## config.mk

```make
export PLATFORM = sky130hd
export DESIGN_NAME = cau_back
export DESIGN_NICKNAME = d
export VERILOG_FILES = /design/src/rtl/cau_pkg.sv /design/src/rtl/cau_back.sv
export SDC_FILE = /design/constraint.sdc
export NUM_CORES = 1
export LEC_CHECK = 0
export ABC_AREA = 1
export BUFFER_PORTS_ARGS = -buffer_cell sky130_fd_sc_hd__buf_2
export CAP_MARGIN = 20
export CORE_AREA = 2 2 120 122
export DETAILED_ROUTE_END_ITERATION = 10
export DIE_AREA = 0 0 122 124
export PLACE_DENSITY = 0.53
export SYNTH_ARGS = -nofsm -noshare
export SYNTH_HDL_FRONTEND = slang
export SYNTH_SLANG_ARGS = --single-unit
```

## constraint.sdc

```tcl
create_clock -name clk_i -period 0.9 [get_ports clk_i]
set_input_delay 0.18 -clock clk_i [delete_from_list [all_inputs] [get_ports clk_i]]
set_output_delay 0.18 -clock clk_i [all_outputs]
set_load 0.005 [all_outputs]
```

## src/rtl/cau_pkg.sv

```systemverilog
// ----------------------------------------------------------------------------
// cau_pkg: shared types and constants of the complex arithmetic unit
// Fixed Q8.8 widths, command codes and the beat that walks the divider row.
// ----------------------------------------------------------------------------
package cau_pkg;

  localparam int unsigned Width    = 16;
  localparam int unsigned FracBits = 8;
  localparam int unsigned ProdW    = 2 * Width + 1;            // 33: sum of two products
  localparam int unsigned NumW     = ProdW + FracBits;         // 41: shifted numerator
  localparam int unsigned DenW     = 2 * Width + 1;            // 33: squared magnitude
  localparam int unsigned NumCells = NumW;                     // one quotient bit per cell

  typedef enum logic [1:0] {
    CmdAdd = 2'd0,
    CmdSub = 2'd1,
    CmdMul = 2'd2,
    CmdDiv = 2'd3
  } cmd_e;

  // Beat travelling down the row of cells.
  typedef struct packed {
    logic                   vld;
    logic                   is_div;
    logic                   dz;
    logic                   re_neg;
    logic                   im_neg;
    logic [NumW-1:0]        re_num;   // remaining numerator bits (shift out top)
    logic [NumW-1:0]        im_num;
    logic [DenW:0]          re_rem;
    logic [DenW:0]          im_rem;
    logic [NumW-1:0]        re_quo;
    logic [NumW-1:0]        im_quo;
    logic [DenW-1:0]        den;
  } beat_t;

endpackage

```

## src/rtl/cau_back.sv

```systemverilog
// ----------------------------------------------------------------------------
// cau_back: sign restore, saturation and output register
// Clamps both parts to the Q8.8 range and holds the result beat.
// ----------------------------------------------------------------------------
module cau_back (
  input  logic           clk_i,
  input  logic           rst_ni,
  input  logic           en_i,
  input  cau_pkg::beat_t beat_i,
  output logic           vld_o,
  output logic signed [cau_pkg::Width-1:0] res_real_o,
  output logic signed [cau_pkg::Width-1:0] res_imag_o,
  output logic           sat_o,
  output logic           dz_o
);

  localparam int unsigned W  = cau_pkg::Width;
  localparam int unsigned NW = cau_pkg::NumW;

  logic [W-1:0] re_d, im_d;
  logic         sre, sim;
  logic         vld_q, sat_q, dz_q;
  logic [W-1:0] re_q, im_q;

  function automatic logic [W:0] clamp(input logic neg, input logic [NW-1:0] mag);
    logic [W:0] r;
    if (neg) begin
      if (mag > NW'({1'b1, {(W-1){1'b0}}})) begin
        r = {1'b1, 1'b1, {(W-1){1'b0}}};
      end else begin
        r = {1'b0, W'(~mag[W-1:0] + 1'b1)};
      end
    end else begin
      if (mag > NW'({1'b0, {(W-1){1'b1}}})) begin
        r = {1'b1, 1'b0, {(W-1){1'b1}}};
      end else begin
        r = {1'b0, mag[W-1:0]};
      end
    end
    return r;
  endfunction

  always_comb begin
    {sre, re_d} = clamp(beat_i.re_neg, beat_i.re_quo);
    {sim, im_d} = clamp(beat_i.im_neg, beat_i.im_quo);
  end

  always_ff @(posedge clk_i or negedge rst_ni) begin
    if (!rst_ni) begin
      vld_q <= 1'b0;
    end else if (en_i) begin
      vld_q <= beat_i.vld;
    end
  end

  always_ff @(posedge clk_i) begin
    if (en_i) begin
      re_q  <= re_d;
      im_q  <= im_d;
      sat_q <= sre | sim;
      dz_q  <= beat_i.dz;
    end
  end

  assign vld_o      = vld_q;
  assign res_real_o = re_q;
  assign res_imag_o = im_q;
  assign sat_o      = sat_q;
  assign dz_o       = dz_q;

endmodule

```

==> summary.md <==
| Metric | Value |
|---|---|
| Worst R2R Path Depth | 1 |
| Mux contribution to synthesized area | 0.00403 |
| Dominant cells by area after synthesis | edfxtp_1, nand2_1, nor2_1, xor2_1, inv_1 |
| CTS buffer count | 5 |
| Largest net degree at the start of global routing | 17 |
| Worst hold margin | 0.0894 ns |
| First-pass GRT wire length | 14,500 um |
| Fin. max-slew vios | 0 |
| Xor and xnor fraction of the mapped netlist area | 0.0659 |
| Die width | 122 um |
| Synth-to-Final Area Change | 79.0% |
| Cell with the most instances after synthesis | nand2_1 |
| Asr flop ratio synth | 0.0286 |
| WP data arrival | 1.27 ns |
| Post-Syn Area | 0.00279 mm^2 |
| Worst setup EP type | flip-flop |
| Max Clock Freq | 810 MHz |
| Post-route DRC | 0 |
| Netlist cell types | 32 |
| Most used DFF post-synth | edfxtp_1 |
| DR iter-0 viols | 191 |
| ANT nets after route | 0 |
| Worst-margin pin slew | 0.278 ns |
| Pwr/cell area | 1050 mW/mm^2 |
| H-tree lvl count | 2 |
| Per-cell routed wire length | 12.2 um |
| Power Total | 5.25 mW |
| Placement Cell Area | 0.00433 mm^2 |
| Fin. Hold Viols | 0 |
| EDFF count, synth | 34 |
| PortBufs | 123 |
| Seq cells post-synth | 35 |
| Mean number of vias per cell | 4.18 |
| Syn. warnings | 0 |
| Syn Nets | 669 |
| # Max-Cap Violations | 0 |
| Routability Congestion | 0.908 |
| Clk_lat worst skew | 0.27 ns |
| Final worst-path setup slack | -0.335 ns |
| Final #Nets | 880 |
| Largest area contributor in the netlist | edfxtp_1 |
| Pre-CTS setup slack | -0.795 ns |
| Gate count of the mapped netlist | 392 |
| Vias in the first global route | 3,114 |
| Final critical path time including I/O delays and setup | 1.23 ns |
| GRT overflow | 0 |
| TritonCTS clock tree | yes |
| Largest family of logic cells by synthesized area | simple AND/OR/NAND/NOR gates |
| Post-route cell area | 0.00500 mm^2 |
| I/O Pins | 308 |
| Final Cycle Share | 1.37 |
| Core area | 0.0137 mm^2 |
| Simple-gate share of the synthesized area | 0.400 |
| Root Buffer | clkbuf_16 |
| Status | complete, but fails checks |
| Sequential share of the synthesized area | 0.375 |
| Share of Yosys cell area claimed by the top area cell type | 0.366 |
| DR vias | 3,285 |
| Num rows | 43 |
| Leakage | 2.28 nW |
| Clock Skew | 0 ns |
| WHS Path Cells | 1 |
| Starting Density | 0.204 |
| Layout cells sized above 1 | 0.513 |
| Die Y | 124 um |
| Worst hold path class | in -> reg |
| Drt pass-1 iters | 4 |
| Setup Viol. Count Final | 68 |
| Critical Path Fanout Max | 8 |
| Commonest cells in the netlist | nand2_1, nor2_1, inv_1 |
| Clk pin slew, worst setup/hold paths | 0.06 ns |
| Initial antenna violation count | 3 |
| Final Non-Filler Cells | 785 |
| Post-synthesis adder-cell area fraction | 0.0179 |
| Hpwl dp | 7520 um |
| Final WL | 9590 um |
| Failing checks | setup timing |
| CP required | 0.93 ns |
| # placed instances | 767 |
| Synthesized area per cell | 7.12 um^2 |
| Worst vdd ir | 547 uV |
| Overall routing resource usage | 0.122 |
| Rel. slew slack | 0.814 |
| Compound-gate portion of the synthesized area | 0.0587 |
| Max clock buf depth | 2 |
| Critical path class | in -> reg |
| Startpoint Class | primary input |
| Die area | 0.0151 mm^2 |
| CTS Sinks | 35 |
| RSZ-0062 raised after global routing | true |
sequential cells by signal, indices dropped and copies added (netlist names):
signal,cells
res_imag_o,16
res_real_o,16
dz_o,1
sat_o,1
vld_o,1
worst paths after layout:
kind                              from    end  slack [ns]
setup / recovery           beat_i[114]  sat_o       -0.33
hold / removal             beat_i[267]   dz_o        0.09
setup reg to reg                 vld_o  vld_o        0.16
hold reg to reg                  vld_o  vld_o        0.50
max in group asynchronous       rst_ni  vld_o        0.61
min in group asynchronous       rst_ni  vld_o        0.21
per-stage QoR:
stage	util	TNS (ns)
4_1_cts	0.353	-11.07
3_3_place_gp	0.315	-23.89
3_5_place_dp	0.315	-24.46
6_report	0.364	-11.12
2_1_floorplan	-	-11.93
5_1_grt	0.364	-14.77
routing by layer:
metal  track usage  routed length, um  vias to the layer above
li1              -                  -                     1697
met4        0.0417                168                        2
met1         0.152               3940                     1471
met3        0.0330                941                       11
met2         0.205               4530                      104
met5             0                 11                        -
where the power goes:
group	switching [mW]	internal (mW)	total (mW)
Sequential	0.0347	1.93	1.97
Clock	0.675	1.31	1.98
Combinational	0.615	0.680	1.29
Total	1.32	3.92	5.25
cell families (layout without fill, tap and decap cells):
family                     after synthesis  count (layout)
and+or+nand+nor                        250             252
xor gates and xnor gates                21              21
adders and majority gates                4               4
DFF                                     35              35
other                                    0               1
buffers and inverters                   49             259
muxes                                    1               1
AOI/OAI and AO/OA                       32              32
cell usage in the layout (no fill, tap or decap), drive strengths merged:
cell,count
inv,41
diode,1
xnor2,4
edfxtp,34
dfrtp,1
and2,1
buf,209
or2,2
dlygate4sd3,1
nand3,29
and3,1
nor3,8
clkbuf,7
bufinv,1
nand4,8
mux2,1
nand2,125
nand3b,6
a21oi,1
xor2,17
ha,4
nor2,72
o21ai,31
repair_timing:
action | in CTS | in global routing
pin swaps | 30 | 36
hold endpoints to repair | 1 | 0
buffers inserted | 6 | 0
cloned | 2 | 0
hold buffers | 1 | 0
resized for setup | 75 | 37
setup endpoints to repair | 68 | 68
layout make-up:
cell class / count / area, um^2
Inverter: 41 / 174
Tap cell: 180 / 225
Timing Repair Buffer: 210 / 1480
Clock buffer: 7 / 133
Sequential cell: 35 / 1050
Clock inverter: 1 / 30.0
Multi-Input combinational cell: 310 / 1910
Antenna cell: 1 / 2.50
Fill cell: 1447 / 8720
worst max-delay path: stages:
cell and delay (ns):
buf_6 0.09, or2_4 0.24, nor2_4 0.12, nand2_2 0.08, nor2_4 0.18, nand2_4 0.13
nand2_2 0.09, nand2_1 0.05, inv_1 0.05, nand3_1 0.06
No activity file was read; power rests on OpenSTA's default activity.
