===== src/rtl/cau_pkg.sv =====
// ----------------------------------------------------------------------------
// cau_pkg: shared types and constants of the complex arithmetic unit
// Fixed Q8.8 widths, command codes and the beat that walks the divider row.
// ----------------------------------------------------------------------------
package cau_pkg;

  localparam int unsigned Width    = 16;
  localparam int unsigned FracBits = 8;
  localparam int unsigned ProdW    = 2 * Width + 1;            // 33: sum of two products
  localparam int unsigned NumW     = ProdW + FracBits;         // 41: shifted numerator
  localparam int unsigned DenW     = 2 * Width + 1;            // 33: squared magnitude
  localparam int unsigned NumCells = NumW;                     // one quotient bit per cell

  typedef enum logic [1:0] {
    CmdAdd = 2'd0,
    CmdSub = 2'd1,
    CmdMul = 2'd2,
    CmdDiv = 2'd3
  } cmd_e;

  // Beat travelling down the row of cells.
  typedef struct packed {
    logic                   vld;
    logic                   is_div;
    logic                   dz;
    logic                   re_neg;
    logic                   im_neg;
    logic [NumW-1:0]        re_num;   // remaining numerator bits (shift out top)
    logic [NumW-1:0]        im_num;
    logic [DenW:0]          re_rem;
    logic [DenW:0]          im_rem;
    logic [NumW-1:0]        re_quo;
    logic [NumW-1:0]        im_quo;
    logic [DenW-1:0]        den;
  } beat_t;

endpackage


===== src/rtl/cau_front.sv =====
// ----------------------------------------------------------------------------
// cau_front: operand products and numerator set-up
// Two registered stages: products, squares and add/subtract sums, then the combined numerators and divisor.
// Add, subtract and multiply results are carried in the quotient field with no
// division; the row of cells then passes them through unchanged.
// ----------------------------------------------------------------------------
module cau_front (
  input  logic                  clk_i,
  input  logic                  rst_ni,
  input  logic                  en_i,
  input  logic                  vld_i,
  input  logic [1:0]            command_i,
  input  logic signed [cau_pkg::Width-1:0] a_real_i,
  input  logic signed [cau_pkg::Width-1:0] a_imag_i,
  input  logic signed [cau_pkg::Width-1:0] b_real_i,
  input  logic signed [cau_pkg::Width-1:0] b_imag_i,
  output cau_pkg::beat_t        beat_o
);

  localparam int unsigned W  = cau_pkg::Width;
  localparam int unsigned PW = cau_pkg::ProdW;
  localparam int unsigned NW = cau_pkg::NumW;
  localparam int unsigned DW = cau_pkg::DenW;
  localparam int unsigned F  = cau_pkg::FracBits;

  // stage 1 registers
  logic                     vld_q;
  logic [1:0]               cmd_q;
  logic signed [2*W-1:0]    p_rr_q, p_ii_q, p_ri_q, p_ir_q;
  logic signed [W:0]        s_re_q, s_im_q;
  logic [2*W-1:0]           m_r_q, m_i_q;
  cau_pkg::beat_t           beat_d, beat_q;

  // multiply plan: ar*br, ai*bi, ar*bi, ai*br; divide plan reuses the same four
  always_ff @(posedge clk_i or negedge rst_ni) begin
    if (!rst_ni) begin
      vld_q <= 1'b0;
    end else if (en_i) begin
      vld_q <= vld_i;
    end
  end

  always_ff @(posedge clk_i) begin
    if (en_i) begin
      cmd_q  <= command_i;
      p_rr_q <= a_real_i * b_real_i;
      p_ii_q <= a_imag_i * b_imag_i;
      p_ri_q <= a_real_i * b_imag_i;
      p_ir_q <= a_imag_i * b_real_i;
      m_r_q  <= b_real_i * b_real_i;
      m_i_q  <= b_imag_i * b_imag_i;
      if (command_i == cau_pkg::CmdSub) begin
        s_re_q <= {a_real_i[W-1], a_real_i} - {b_real_i[W-1], b_real_i};
        s_im_q <= {a_imag_i[W-1], a_imag_i} - {b_imag_i[W-1], b_imag_i};
      end else begin
        s_re_q <= {a_real_i[W-1], a_real_i} + {b_real_i[W-1], b_real_i};
        s_im_q <= {a_imag_i[W-1], a_imag_i} + {b_imag_i[W-1], b_imag_i};
      end
    end
  end

  logic signed [PW-1:0] v_re, v_im, f_re, f_im;
  logic [PW-1:0]        a_re, a_im;
  logic [DW-1:0]        den;

  always_comb begin
    beat_d     = '0;
    beat_d.vld = vld_q;
    den        = {1'b0, m_r_q} + {1'b0, m_i_q};
    v_re       = '0;
    v_im       = '0;
    case (cmd_q)
      cau_pkg::CmdAdd, cau_pkg::CmdSub: begin
        v_re = PW'(s_re_q);
        v_im = PW'(s_im_q);
      end
      cau_pkg::CmdMul: begin
        f_re = PW'(p_rr_q) - PW'(p_ii_q);
        f_im = PW'(p_ri_q) + PW'(p_ir_q);
        v_re = f_re >>> F;
        v_im = f_im >>> F;
      end
      default: begin
        v_re = PW'(p_rr_q) + PW'(p_ii_q);
        v_im = PW'(p_ir_q) - PW'(p_ri_q);
      end
    endcase
    f_re = '0;
    f_im = '0;
    a_re = v_re[PW-1] ? PW'(-v_re) : PW'(v_re);
    a_im = v_im[PW-1] ? PW'(-v_im) : PW'(v_im);
    beat_d.re_neg = v_re[PW-1];
    beat_d.im_neg = v_im[PW-1];
    beat_d.den    = den;
    if (cmd_q == cau_pkg::CmdDiv) begin
      beat_d.is_div = (den != '0);
      beat_d.dz     = (den == '0);
      beat_d.re_num = {a_re, {F{1'b0}}};
      beat_d.im_num = {a_im, {F{1'b0}}};
    end else begin
      // result rides in the quotient field untouched
      beat_d.re_quo = NW'(a_re);
      beat_d.im_quo = NW'(a_im);
    end
  end

  always_ff @(posedge clk_i or negedge rst_ni) begin
    if (!rst_ni) begin
      beat_q.vld <= 1'b0;
    end else if (en_i) begin
      beat_q <= beat_d;
    end
  end

  assign beat_o = beat_q;

endmodule


===== config.mk =====
export PLATFORM = sky130hd
export DESIGN_NAME = cau_front
export DESIGN_NICKNAME = d
export VERILOG_FILES = /design/src/rtl/cau_pkg.sv /design/src/rtl/cau_front.sv
export SDC_FILE = /design/constraint.sdc
export NUM_CORES = 2
export LEC_CHECK = 0
export BUFFER_PORTS_ARGS = -buffer_cell sky130_fd_sc_hd__buf_2
export CORE_AREA = 3 3 498 376
export CTS_BUF_LIST = sky130_fd_sc_hd__clkbuf_16
export DETAILED_ROUTE_END_ITERATION = 12
export DIE_AREA = 0 0 501 379
export GPL_TIMING_DRIVEN = 0
export PLACE_DENSITY = 0.67
export SETUP_SLACK_MARGIN = 0.15
export SYNTH_ARGS = -nofsm -noshare
export SYNTH_HDL_FRONTEND = slang
export SYNTH_SLANG_ARGS = --single-unit

===== constraint.sdc =====
create_clock -name clk_i -period 6.8 [get_ports clk_i]
set_input_delay 0.68 -clock clk_i [delete_from_list [all_inputs] [get_ports clk_i]]
set_output_delay 0.68 -clock clk_i [all_outputs]
set_load 0.05 [all_outputs]

==> flow_summary.yaml <==
outcome:
  status: "complete, but fails checks"
  violations: "negative setup slack"
sta:
  maxSlewHeadroom_pct: 6.56
  hold_ws_ns: 0.251
  layout_setup_ws_ns: -0.0203
  hold_viol: 0
  grt_setup_unrepaired: "true"
  fin_crit_ns: 6.82
  maxSlewViolCount: 0
  fin_worst_skew_ns: 0.0337
  period_share_pct: 100
  max_freq_mhz: 147
  setup_violations: 1
  tightest_slew_ns: 1.37
yosys:
  syn_avg_cell_area_sq_um: 9.39
  synthAdderAreaFrac_pct: 48.0
  ys_top_cells_by_area: "fa_1, edfxtp_1, ha_1, inv_1, and2_1"
  synth_xor_area_share_pct: 4.71
  synth_top_cell_area_share_pct: 37.0
  ys_seq_elements: 397
  synth_edf_count: 395
  async_reset_ff_share_pct: 0.504
  synth_top_family_by_area: "adder cells"
  synth_ff_type: "edfxtp_1"
  synth_compound_area_share_pct: 7.56
  ys_seq_area_share_pct: 14.5
  yosysWarnings: 0
  syn-cell-area_sq_um: 82000
  muxShareOfSynthArea_pct: 0.433
  yosysUniqueCellTypes: 87
  yosys.area.top_type: "fa_1"
  postSynthCellCount: 8732
  synthSimpleGateAreaFrac_pct: 13.3
drt:
  dr.max_layer_used: "met5"
  drt_iter0_drc: 5871
  viasPerCell: 5.43
  wl_met2_mm: 124
  route.antenna.remaining_nets: 0
  vias: 63585
  wl_met1_mm: 128
  routed_wl_mm: 301
  wl_per_cell_um: 25.8
  drcViolationCount: 0
  wl_met3_mm: 34.2
  dr.pass1.iters: 6
clocking:
  cts_tree: "done"
  clock_sinks: 397
  clock_latency_ns: 0.66
  path_clk_slew_ns: 0.06
  cts_buffers: 44
  cts_root_buffer: "clkbuf_16"
  cts-htree-levels: 2
  cts_buffer_depth: 3
critical_path:
  cp_max_fo: 10
  r2r-end: "beat_o[45]"
  cp-end-kind: "flip-flop"
  startpoint: "a_real_i[3]"
  setup.worst_path.class: "input pin to flip-flop"
  crit_end: "p_rr_q[31]"
  timing.rr.start: "cmd_q[1]"
  ff2ff_path_depth: 15
  cp.arrival_ns: 7.21
  cp_data_required_time_ns: 7.19
  rrSetupSlack_ns: 0.48
  start_kind: "input pin"
die:
  num_rows: 136
  core-area_sq_um: 183000
  pin_count: 340
  fp.dieArea_sq_um: 190000
  start_util_pct: 44.8
  die_w_um: 501
  dieHeight_um: 379
global_route:
  antenna_found_initial: 37
  grt_pass1_wl_mm: 441
  grt_pass1_vias: 65173
  track_usage_pct: 31.8
  grt_overflow: 0
  grt_start_max_net_pins: 120
job:
  cap_violations: 0
cells_and_area:
  final_nets: 11540
  drive_above_1_share_pct: 12.1
  area_growth_pct: 14.0
hold_path:
  hold_path_class: "input pin to flip-flop"
place:
  port_buffers: 230
  place_hpwl_mm: 252
  routabilityCongestion: 1.01
[timing repair]
action	in CTS	in global routing
gates cloned	0	1
hold endpoints to repair	2	0
endpoints found under the setup margin	95	46
gates resized for setup	720	480
pin swaps	50	151
hold buffers	1	0
buffers inserted	37	70
[layout by cell type (no fill, tap or decap), types with 23 or more instances in the layout]
cell type,synthesis,layout
inv_1,1934,1923
buf_12,0,32
conb_1,1,116
edfxtp_1,395,395
or3_1,29,28
clkbuf_8,0,36
a21oi_2,0,26
nand2b_1,76,76
clkbuf_1,305,80
buf_4,100,241
clkbuf_4,0,42
a31oi_1,52,48
xor2_1,118,112
clkbuf_2,0,23
nor2_1,475,458
nor2b_1,57,53
nor3_1,96,90
a21oi_1,315,279
buf_2,8,202
fa_2,0,43
o31ai_1,41,35
xnor2_1,323,307
nand2_1,793,781
nand4_1,24,24
clkbuf_16,0,78
o21a_1,42,42
fa_1,1518,1475
or2_2,24,23
buf_6,0,44
ha_1,718,684
o21bai_1,43,40
nand3_1,66,62
o21ai_0,137,116
a21o_1,84,84
buf_8,0,51
and2_1,523,511
nor4_1,28,28
[per-layer routing]
| metal | GRT usage [%] | vias up |
|---|---|---|
| met5 | 0 | - |
| met4 | 12.7 | 14 |
| met3 | 9.56 | 654 |
| met2 | 45.9 | 3143 |
| met1 | 44.6 | 31955 |
| li1 | - | 27819 |
[cells by family after synthesis]
logic type / count (synthesis)
multiplexers: 34
other: 1
XOR/XNOR: 441
adder cells (fa/ha/maj): 2236
flip-flops: 397
AO/OA/AOI/OAI: 953
buffers and inverters: 2407
AND/OR/NAND/NOR: 2263
[worst min-delay path by stage]
stage	from	to	slack, ns	depth (start not counted)
after floorplan	rst_ni	beat_o[269]	0.38	0
after global placement	rst_ni	vld_q	0.47	1
after detailed placement	rst_ni	beat_o[269]	0.48	1
after CTS	command_i[1]	cmd_q[1]	0.20	1
after global routing	command_i[0]	cmd_q[0]	0.22	1
final	command_i[0]	cmd_q[0]	0.25	1
[registers in the layout, summed over array words and instances, names as in the netlist]
register / cells
p_ri_q: 32
beat_o: 170
cmd_q: 2
p_ir_q: 32
p_rr_q: 32
m_i_q: 31
p_ii_q: 32
m_r_q: 31
vld_q: 1
s_im_q: 17
s_re_q: 17
[Yosys cell counts (27+ instances only)]
master and count:
fa_1 1518, o21ai_0 137, nand2b_1 76, edfxtp_1 395, nor3_1 96, nand3_1 66
ha_1 718, buf_1 44, a211oi_1 27, o21a_1 42, nor2b_1 57, a21o_1 84
o31ai_1 41, xnor2_1 323, nand2_1 793, inv_1 1934, nor2_1 475, o21bai_1 43
nor4_1 28, and2_1 523, a31oi_1 52, buf_4 100, a21oi_1 315, or3_1 29
clkbuf_1 305, xor2_1 118
[stage by stage]
stage | TNS [ns] | setup slack, ns | cell area [sq um] | utilization, % | std cells
after floorplan | 0 | 0.125 | 82800 | - | 8847
after global placement | -922.32 | -4.70 | 86900 | 47.5 | 11492
after detailed placement | -141.17 | -3.34 | 87100 | 47.6 | 11499
after CTS | -0.166 | -0.132 | 91500 | 50.0 | 11613
after global routing | -0.393 | -0.209 | 93500 | 51.1 | 11690
final | -0.0203 | -0.0203 | 93500 | 51.1 | 11700
[critical path, stage by stage]
cell and delay, ns:
buf_2 0.31, buf_6 0.27, and2_1 0.16, fa_1 0.45, fa_1 0.58, fa_1 0.45, fa_1 0.55, fa_1 0.55
inv_2 0.04, fa_1 0.55, inv_2 0.06, ha_4 0.24, nor2b_4 0.12, o21ai_2 0.13, nand2b_1 0.14, nor3_2 0.18
o2111a_2 0.27, nor3b_2 0.07, o31a_1 0.29, o21ai_2 0.18, a21oi_2 0.10, a41oi_2 0.28, a21oi_4 0.11, xnor2_4 0.40
[layout make-up]
class / instances / area [sq um]
antenna: 17 / 42.5
buffer: 452 / 4500
clock buffer: 45 / 1130
clock inverter: 35 / 372
fill: 16660 / 89400
inverter: 1950 / 7370
multi-input combinational: 6043 / 62700
sequential: 397 / 11900
tap: 2415 / 3020
timing repair buffer: 346 / 2430
Power is left out: the tool's default activity adds up to more than one toggle a clock period on the data nets, which glitch-free logic cannot reach.
